File: src/hw/rtl/bffa_pkg.sv
// Shared types and codes for the bitmap first-fit allocator.
package bffa_pkg;

    localparam logic OP_ALLOC = 1'b0;
    localparam logic OP_FREE  = 1'b1;

    localparam logic ST_OK   = 1'b0;
    localparam logic ST_FAIL = 1'b1;

    localparam int SIZE_W  = 10;
    localparam int ADDR_W  = 10;
    localparam int START_W = 10;
    localparam int FREE_W  = 11;

    localparam logic [7:0] WORD_ALL = 8'hFF;
    localparam logic [2:0] BIT_MASK = 3'h7;

    typedef struct packed {
        logic              op;
        logic [SIZE_W-1:0] size;
        logic [ADDR_W-1:0] address;
    } t_req;

    typedef struct packed {
        logic               status;
        logic [START_W-1:0] start_res;
        logic [FREE_W-1:0]  free_bytes;
    } t_rsp;

endpackage

File: src/hw/rtl/bffa_ram.sv
// Generic simple dual-port RAM with one write port and a registered read port.
module bffa_ram #(
    parameter int WIDTH = 8,
    parameter int DEPTH = 128
) (
    input  logic                     i_clk,
    input  logic                     i_we,
    input  logic [$clog2(DEPTH)-1:0] i_waddr,
    input  logic [WIDTH-1:0]         i_wdata,
    input  logic [$clog2(DEPTH)-1:0] i_raddr,
    output logic [WIDTH-1:0]         o_rdata
);

    logic [WIDTH-1:0] r_mem [DEPTH];
    logic [WIDTH-1:0] r_rdata;

    always_ff @(posedge i_clk) begin
        if (i_we) begin
            r_mem[i_waddr] <= i_wdata;
        end
        r_rdata <= r_mem[i_raddr];
    end

    assign o_rdata = r_rdata;

endmodule

File: src/hw/rtl/bffa_engine.sv
// Sequencer that clears, scans, marks and frees the used-bit map one word per cycle.
module bffa_engine #(
    parameter int HEAP_SIZE_LOG = 10
) (
    input  logic                     i_clk,
    input  logic                     i_rst_n,
    input  logic                     i_req_valid,
    input  bffa_pkg::t_req           i_req,
    output logic                     o_idle,
    output logic                     o_rsp_valid,
    input  logic                     i_rsp_ready,
    output bffa_pkg::t_rsp           o_rsp,
    output logic                     o_mem_we,
    output logic [HEAP_SIZE_LOG-4:0] o_mem_waddr,
    output logic [7:0]               o_mem_wdata,
    output logic [HEAP_SIZE_LOG-4:0] o_mem_raddr,
    input  logic [7:0]               i_mem_rdata
);
    import bffa_pkg::*;

    localparam int L         = HEAP_SIZE_LOG;
    localparam int HEAP_LEN  = 1 << L;
    localparam int WW        = L - 3;
    localparam int MAP_WORDS = 1 << WW;
    localparam int CW        = L + 1;
    localparam int SW        = ((CW > FREE_W) ? CW : FREE_W) + 1;

    localparam logic [WW-1:0] LAST_WD     = WW'(MAP_WORDS - 1);
    localparam logic [SW-1:0] HEAP_X      = SW'(HEAP_LEN);
    localparam logic [SW-1:0] COUNT_MAX_X = SW'((1 << CW) - 1);
    localparam logic [CW-1:0] COUNT_MAX   = CW'((1 << CW) - 1);
    localparam logic [CW-1:0] FC_RESET    = CW'(HEAP_LEN);

    localparam logic [2:0] S_CLEAR = 3'd0;
    localparam logic [2:0] S_IDLE  = 3'd1;
    localparam logic [2:0] S_SCAN  = 3'd2;
    localparam logic [2:0] S_MARK  = 3'd3;
    localparam logic [2:0] S_FREE  = 3'd4;
    localparam logic [2:0] S_DONE  = 3'd5;

    logic [2:0]          r_state, n_state;
    logic [WW-1:0]       r_wd, n_wd;
    logic [SIZE_W-1:0]   r_size, n_size;
    logic [2:0]          r_bit, n_bit;
    logic [L:0]          r_run, n_run;
    logic                r_zf, n_zf;
    logic [L-1:0]        r_p, n_p;
    logic [L-1:0]        r_end, n_end;
    logic [CW-1:0]       r_fc, n_fc;
    logic                r_status, n_status;
    logic [START_W-1:0]  r_start, n_start;

    logic [L:0]          sc_run;
    logic                sc_zf;
    logic                sc_found;
    logic [2:0]          sc_bit;
    logic [L-1:0]        sc_pos;
    logic [SW-1:0]       sc_diff;
    logic [L-1:0]        sc_p;
    logic [L-1:0]        sc_end;

    logic [L-1:0]        mk_pos;
    logic [7:0]          mk_mask;
    logic                mk_last;

    logic [7:0]          fr_word;
    logic                fr_go;
    logic [3:0]          fr_cnt;
    logic [L:0]          fr_run;
    logic                fr_more;

    logic [SW-1:0]       fc_x;
    logic [SW-1:0]       sub_x;
    logic [SW-1:0]       free_sum;
    logic [CW-1:0]       alloc_fc;
    logic [CW-1:0]       free_fc;
    logic [SW-1:0]       addr_x;
    logic [SW-1:0]       p_x;
    logic                addr_ok;

    // First-fit step over one map word.
    always_comb begin
        sc_run   = r_run;
        sc_zf    = r_zf;
        sc_found = 1'b0;
        sc_bit   = '0;
        for (int k = 0; k < 8; k++) begin
            if (!sc_found) begin
                if (i_mem_rdata[k]) begin
                    sc_run = '0;
                    sc_zf  = 1'b0;
                end else begin
                    sc_run = sc_run + 1'b1;
                    if (SW'(sc_run) >= SW'(r_size) + (sc_zf ? SW'(1) : SW'(2))) begin
                        sc_found = 1'b1;
                        sc_bit   = 3'(k);
                    end
                end
            end
        end
        sc_pos  = {r_wd, sc_bit};
        sc_diff = SW'(sc_pos) - SW'(r_size);
        sc_p    = sc_diff[L-1:0];
        sc_end  = sc_pos - L'(1);
    end

    // Bits of the current word that fall inside the new allocation.
    always_comb begin
        mk_pos = '0;
        for (int k = 0; k < 8; k++) begin
            mk_pos     = {r_wd, 3'(k)};
            mk_mask[k] = (mk_pos >= r_p) && (mk_pos <= r_end);
        end
        mk_last = (r_wd == r_end[L-1:3]);
    end

    // Clear the run of set bits that starts at the current bit.
    always_comb begin
        fr_word = i_mem_rdata;
        fr_go   = 1'b1;
        fr_cnt  = '0;
        for (int k = 0; k < 8; k++) begin
            if ((3'(k) >= r_bit) && fr_go) begin
                if (fr_word[k]) begin
                    fr_word[k] = 1'b0;
                    fr_cnt     = fr_cnt + 1'b1;
                end else begin
                    fr_go = 1'b0;
                end
            end
        end
        fr_run  = r_run + (L+1)'(fr_cnt);
        fr_more = fr_go && (r_wd != LAST_WD);
    end

    always_comb begin
        fc_x     = SW'(r_fc);
        sub_x    = SW'(r_size) + SW'(1);
        alloc_fc = (fc_x >= sub_x) ? CW'(fc_x - sub_x) : '0;
        free_sum = fc_x + SW'(fr_run) + SW'(1);
        free_fc  = (free_sum > COUNT_MAX_X) ? COUNT_MAX : free_sum[CW-1:0];
        addr_x   = SW'(i_req.address);
        addr_ok  = addr_x < HEAP_X;
        p_x      = SW'(r_p);
    end

    always_comb begin
        n_state     = r_state;
        n_wd        = r_wd;
        n_size      = r_size;
        n_bit       = r_bit;
        n_run       = r_run;
        n_zf        = r_zf;
        n_p         = r_p;
        n_end       = r_end;
        n_fc        = r_fc;
        n_status    = r_status;
        n_start     = r_start;
        o_mem_we    = 1'b0;
        o_mem_waddr = r_wd;
        o_mem_wdata = '0;
        o_mem_raddr = r_wd;
        unique case (r_state)
            S_CLEAR: begin
                o_mem_we = 1'b1;
                n_wd     = r_wd + 1'b1;
                if (r_wd == LAST_WD) begin
                    n_state = S_IDLE;
                end
            end
            S_IDLE: begin
                if (i_req_valid) begin
                    n_size   = i_req.size;
                    n_status = ST_OK;
                    n_start  = '0;
                    n_run    = '0;
                    n_zf     = 1'b1;
                    if (i_req.op == OP_ALLOC) begin
                        if (i_req.size == '0) begin
                            n_status = ST_FAIL;
                            n_state  = S_DONE;
                        end else begin
                            o_mem_raddr = '0;
                            n_wd        = '0;
                            n_state     = S_SCAN;
                        end
                    end else if (addr_ok) begin
                        o_mem_raddr = addr_x[L-1:3];
                        n_wd        = addr_x[L-1:3];
                        n_bit       = i_req.address[2:0] & BIT_MASK;
                        n_state     = S_FREE;
                    end else begin
                        n_state = S_DONE;
                    end
                end
            end
            S_SCAN: begin
                o_mem_raddr = r_wd + 1'b1;
                n_wd        = r_wd + 1'b1;
                n_run       = sc_run;
                n_zf        = sc_zf;
                if (sc_found) begin
                    o_mem_raddr = sc_p[L-1:3];
                    n_wd        = sc_p[L-1:3];
                    n_p         = sc_p;
                    n_end       = sc_end;
                    n_state     = S_MARK;
                end else if (r_wd == LAST_WD) begin
                    n_status = ST_FAIL;
                    n_state  = S_DONE;
                end
            end
            S_MARK: begin
                o_mem_we    = 1'b1;
                o_mem_wdata = i_mem_rdata | (mk_mask & WORD_ALL);
                if (mk_last) begin
                    n_fc    = alloc_fc;
                    n_start = p_x[START_W-1:0];
                    n_state = S_DONE;
                end else begin
                    o_mem_raddr = r_wd + 1'b1;
                    n_wd        = r_wd + 1'b1;
                end
            end
            S_FREE: begin
                o_mem_we    = 1'b1;
                o_mem_wdata = fr_word;
                n_run       = fr_run;
                if (fr_more) begin
                    o_mem_raddr = r_wd + 1'b1;
                    n_wd        = r_wd + 1'b1;
                    n_bit       = '0;
                end else begin
                    n_fc    = free_fc;
                    n_state = S_DONE;
                end
            end
            S_DONE: begin
                if (i_rsp_ready) begin
                    n_state = S_IDLE;
                end
            end
            default: begin
                n_state = S_IDLE;
            end
        endcase
    end

    always_ff @(posedge i_clk) begin
        if (!i_rst_n) begin
            r_state <= S_CLEAR;
            r_wd    <= '0;
            r_fc    <= FC_RESET;
        end else begin
            r_state <= n_state;
            r_wd    <= n_wd;
            r_fc    <= n_fc;
        end
    end

    always_ff @(posedge i_clk) begin
        r_size   <= n_size;
        r_bit    <= n_bit;
        r_run    <= n_run;
        r_zf     <= n_zf;
        r_p      <= n_p;
        r_end    <= n_end;
        r_status <= n_status;
        r_start  <= n_start;
    end

    assign o_idle      = (r_state == S_IDLE);
    assign o_rsp_valid = (r_state == S_DONE);
    assign o_rsp       = '{status: r_status, start_res: r_start, free_bytes: fc_x[FREE_W-1:0]};

    a_mark_sets_only: assert property (@(posedge i_clk) disable iff (!i_rst_n)
        (r_state == S_MARK) |-> ((i_mem_rdata & ~o_mem_wdata) == 8'h00))
        else $error("Marking cleared a used bit.");

    a_free_clears_only: assert property (@(posedge i_clk) disable iff (!i_rst_n)
        (r_state == S_FREE) |-> ((o_mem_wdata & ~i_mem_rdata) == 8'h00))
        else $error("Freeing set a bit.");

    a_mark_range: assert property (@(posedge i_clk) disable iff (!i_rst_n)
        (r_state == S_MARK) |-> (r_p <= r_end))
        else $error("Allocation range is empty.");

    a_alloc_no_growth: assert property (@(posedge i_clk) disable iff (!i_rst_n)
        (r_state == S_MARK && n_state == S_DONE) |=> (r_fc <= $past(r_fc)))
        else $error("Allocation raised the free count.");

    a_done_leaves: assert property (@(posedge i_clk) disable iff (!i_rst_n)
        (r_state == S_DONE && i_rsp_ready) |=> (r_state == S_IDLE))
        else $error("Result handoff did not return to idle.");

endmodule

File: src/hw/rtl/bitmap_first_fit_allocator_unit.sv
// Top level of the bitmap first-fit heap allocator with its output register.
//
//   Channel   Direction  Valid        Stall        Payload
//   request   in         i_in_valid   o_in_stall   i_in_item  (op, size, address)
//   result    out        o_out_valid  i_out_stall  o_out_item (status, start_res, free_bytes)
//
// After reset a clearing pass writes all 2^(HEAP_SIZE_LOG-3) map words to zero, with no item taken.
// The map memory is read and written one 8-bit word per cycle; that port sets the rate.
// Allocate scans map words until a fit is found, then marks the words of the new block.
// Free clears words while its run lasts; a zero-size allocate or off-heap free skips the map.
// One item is in work at a time; a new one is taken while the last result waits in the output.
module bitmap_first_fit_allocator_unit #(
    parameter int HEAP_SIZE_LOG = 10
) (
    input  logic           i_clk,
    input  logic           i_rst_n,
    input  logic           i_in_valid,
    output logic           o_in_stall,
    input  bffa_pkg::t_req i_in_item,
    output logic           o_out_valid,
    input  logic           i_out_stall,
    output bffa_pkg::t_rsp o_out_item
);
    import bffa_pkg::*;

    localparam int WW        = HEAP_SIZE_LOG - 3;
    localparam int MAP_WORDS = 1 << WW;

    logic          eng_idle;
    logic          rsp_valid;
    logic          rsp_ready;
    t_rsp          rsp;
    logic          mem_we;
    logic [WW-1:0] mem_waddr;
    logic [7:0]    mem_wdata;
    logic [WW-1:0] mem_raddr;
    logic [7:0]    mem_rdata;

    logic          r_out_valid;
    t_rsp          r_out;

    bffa_ram #(
        .WIDTH(8),
        .DEPTH(MAP_WORDS)
    ) u_map (
        .i_clk  (i_clk),
        .i_we   (mem_we),
        .i_waddr(mem_waddr),
        .i_wdata(mem_wdata),
        .i_raddr(mem_raddr),
        .o_rdata(mem_rdata)
    );

    bffa_engine #(
        .HEAP_SIZE_LOG(HEAP_SIZE_LOG)
    ) u_engine (
        .i_clk      (i_clk),
        .i_rst_n    (i_rst_n),
        .i_req_valid(i_in_valid),
        .i_req      (i_in_item),
        .o_idle     (eng_idle),
        .o_rsp_valid(rsp_valid),
        .i_rsp_ready(rsp_ready),
        .o_rsp      (rsp),
        .o_mem_we   (mem_we),
        .o_mem_waddr(mem_waddr),
        .o_mem_wdata(mem_wdata),
        .o_mem_raddr(mem_raddr),
        .i_mem_rdata(mem_rdata)
    );

    assign rsp_ready = !r_out_valid || !i_out_stall;

    always_ff @(posedge i_clk) begin
        if (!i_rst_n) begin
            r_out_valid <= 1'b0;
        end else if (rsp_valid && rsp_ready) begin
            r_out_valid <= 1'b1;
        end else if (!i_out_stall) begin
            r_out_valid <= 1'b0;
        end
    end

    always_ff @(posedge i_clk) begin
        if (rsp_valid && rsp_ready) begin
            r_out <= rsp;
        end
    end

    assign o_in_stall  = !eng_idle;
    assign o_out_valid = r_out_valid;
    assign o_out_item  = r_out;

endmodule

File: config.mk
export PLATFORM = sky130hd
export DESIGN_NAME = bitmap_first_fit_allocator_unit
export DESIGN_NICKNAME = d
export VERILOG_FILES = /design/src/hw/rtl/bffa_pkg.sv /design/src/hw/rtl/bffa_ram.sv /design/src/hw/rtl/bffa_engine.sv /design/src/hw/rtl/bitmap_first_fit_allocator_unit.sv
export SDC_FILE = /design/constraint.sdc
export NUM_CORES = 2
export LEC_CHECK = 0
export BUFFER_PORTS_ARGS = -buffer_cell sky130_fd_sc_hd__buf_2
export CAP_MARGIN = 0
export CORE_ASPECT_RATIO = 1.25
export CORE_MARGIN = 2
export CORE_UTILIZATION = 29
export CTS_CLUSTER_SIZE = 14
export DETAILED_ROUTE_END_ITERATION = 10
export PLACE_DENSITY_LB_ADDON = 0.15
export SETUP_SLACK_MARGIN = 0.02
export SYNTH_ARGS = -nofsm -noshare
export SYNTH_HDL_FRONTEND = slang
export SYNTH_SLANG_ARGS = --single-unit
File: constraint.sdc
create_clock -name i_clk -period 41.5 [get_ports i_clk]
set_input_delay 4.15 -clock i_clk [delete_from_list [all_inputs] [get_ports i_clk]]
set_output_delay 4.15 -clock i_clk [all_outputs]
set_load 0.1 [all_outputs]
==> run metrics <==
RSZ-0062 raised after global routing false; post-synthesis mux area share 2.78%; Synth Area in Compound Gates 10.4%; most frequent cells in the layout edfxtp_1, nand2_1, nand3_1; Syn Inst Count 4,948; Hold Vio Cnt, Final 0; RD Place Congestion 0.876; Post-Synth Simple-Gate Area 16.1%; most common cell after layout, fill and taps aside edfxtp_1; first-pass GRT wire length 273 mm; Critical Path RT 42,090 ps; area grow syn2layout 12.9%; post-CTS setup buffer count 0; Non-Filler Instances 7,578; Critical Path AT 24,600 ps; core footprint 190,000 sq um; FF+latch count, synth 1,132; DRT Wirelength 188 mm; share of the synthesized area in the top cell type 59.5%; hold_buf cts 0; critical path's slowest cell a222oi_1; CP Class register to register; Reg2Reg Setup Slack 17,490 ps; WL/cell 24.8 um; Worst R2R Path Depth 77; placed cells 7,348; DR DRC count 0; Die Ht 494 um; num ports 49; CTS Root Cell clkbuf_16; setup TNS 0 ps; Hold Crit Class register to register; asr flop ratio synth 0%; GR Util All Layers 18.8%; CP startpoint kind register; CTS sink cnt 1,132; sequential share of the synthesized area 60.6%; Cell Area, Synth 55,600 sq um; clock skew 78.7 ps; Detail Route Antenna Nets 0; Least-Margin Pin Slew 1230 ps; final worst path period share 57.9%; Adder-Cell Fraction of Synth Area 4.37%; Avg Inst Size Synth 11.2 sq um; row count 179; largest cells by area after synthesis edfxtp_1, nand2_1, ha_1, nand3_1, mux2i_1; Post-synth top flop edfxtp_1; TritonCTS Buffers 119; gr ovfl total 0; Post-DP HPWL 124 mm; outcome finished clean; largest net degree at the start of global routing 162; initial antenna violation count 1; main combinational cell family by area after synthesis simple AND/OR/NAND/NOR gates; crit-path max FO 73; EDFF count, synth 1,102; minimum clock period after layout 24,010 ps; Worst R2R Start u_engine.r_size[3]$_DFFE_PP_; die area 195,000 sq um; final setup fails 0; vias in the first global route 38,100; layout cells sized above 1 7.80%; Final Slew Violations 0; Max-cap violations 0; CTS H-tree lvls 3; drt first pass iters 5; post-CTS sizing 0; starting density of the core 29.2%; PortBufs 48; synthesized net count 5,160; CTS Buffer Depth 3; CTS tree yes; r2r endpoint u_map.o_rdata[0]$_DFF_P_; worst hold slack 420 ps; area leader, netlist edfxtp_1; Critical path origin u_engine.r_size[3]$_DFFE_PP_; Vias 38,700; fin nets 5,147; CP endpoint u_map.o_rdata[0]$_DFF_P_; vias per inst 5.10; maximum clock rate 41.6 MHz; XOR/XNOR Fraction of Synth Area 3.29%; normalized max-slew margin 17.9%; Clock transition at path regs 60 ps; die width 396 um; CP endpoint kind register; count of different cell masters after synthesis 106; worst skew pair latency 810 ps; Max stage delay on crit path 920 ps; DR iter-0 viols 2,793; Yosys warning count 0
-- synth_stat cells (all sizes together) (10+ instances only) --
master and number:
o211ai 10, or4 10, a211oi 92, o31ai 44, a31oi 23, a21o 71, nand4 26, a2111oi 11
nor3 93, dfxtp 30, o21a 17, nand2b 26, edfxtp 1102, ha 175, nand2 1042, fa 12
inv 96, buf 42, o22ai 99, nand3 421, xnor2 145, or3 13, mux2i 143, clkbuf 229
xor2 64, nor2 270, mux2 10, and3 15, nor4 13, o21ai 123, a21oi 251, or2 10
a21boi 11, nor2b 24, and2 33
-- per-stage QoR --
stage	instance area, sq um	utilization [%]	setup WS, ps
after floorplan	55600	-	23910
after global placement	58900	30.9	17980
after detailed placement	58900	30.9	17720
after CTS	62800	33.0	17570
after global routing	62800	33.0	15580
final	62800	33.0	17490
-- registers in the layout (all words and copies together), names as in the netlist --
register	flops
u_engine.r_p	10
u_engine.r_start	10
u_engine.o_mem_waddr	7
u_engine.r_size	10
u_engine.r_state	3
u_engine.r_fc	11
u_engine.r_end	10
u_engine.r_run	11
o_out_valid	1
u_engine.r_bit	3
u_map.o_rdata	8
u_engine.r_zf	1
o_out_item	22
u_engine.r_status	1
u_map.r_mem	1024
-- cells by family after synthesis --
logic type / Yosys count
XOR/XNOR: 209
buffers and inverters: 372
AND/OR/NAND/NOR: 2030
flip-flops: 1132
adder cells (fa/ha/maj): 187
multiplexers: 153
AO/OA/AOI/OAI: 865
-- area by class of cell --
cell class / instances / area (sq um)
Antenna cell: 4 / 10.0
Timing Repair Buffer: 137 / 921
Inverter: 101 / 379
Sequential cell: 1132 / 33700
Clock buffer: 150 / 3150
Fill cell: 19100 / 128000
Multi-Input combinational cell: 3444 / 20700
Tap cell: 2534 / 3170
Clock inverter: 76 / 793
-- worst min path at each step --
stage	start	end	slack, ps	cells past startpoint
after floorplan	u_engine.r_start[0]$_SDFFCE_PN0P_	o_out_item[11]$_DFFE_PP_	400	0
after global placement	u_engine.r_start[7]$_SDFFCE_PN0P_	o_out_item[18]$_DFFE_PP_	400	0
after detailed placement	u_engine.r_start[6]$_SDFFCE_PN0P_	o_out_item[17]$_DFFE_PP_	420	0
after CTS	u_engine.r_start[7]$_SDFFCE_PN0P_	o_out_item[18]$_DFFE_PP_	430	0
after global routing	u_engine.r_start[6]$_SDFFCE_PN0P_	o_out_item[17]$_DFFE_PP_	440	0
final	u_engine.r_start[7]$_SDFFCE_PN0P_	o_out_item[18]$_DFFE_PP_	420	0
-- critical path, delay by kind of cell (launching register included) --
kind	cells	cell delay (ps)
buffers and inverters	5	3160
AO/OA/AOI/OAI	24	7110
AND/OR/NAND/NOR	34	9150
XOR/XNOR	5	940
adder cells (fa/ha/maj)	8	2330
flip-flops	1	660
multiplexers	1	280
-- layer usage --
layer	GRT usage, %	routed length (um)	up-vias
met3	1.73	5930	233
met4	5.76	5190	0
li1	-	-	18200
met5	0	0	-
met2	34.4	97300	835
met1	23.4	79800	19400
Power is not shown: default switching activity piles up to over one toggle a cycle in this logic, so the estimate is an artifact.
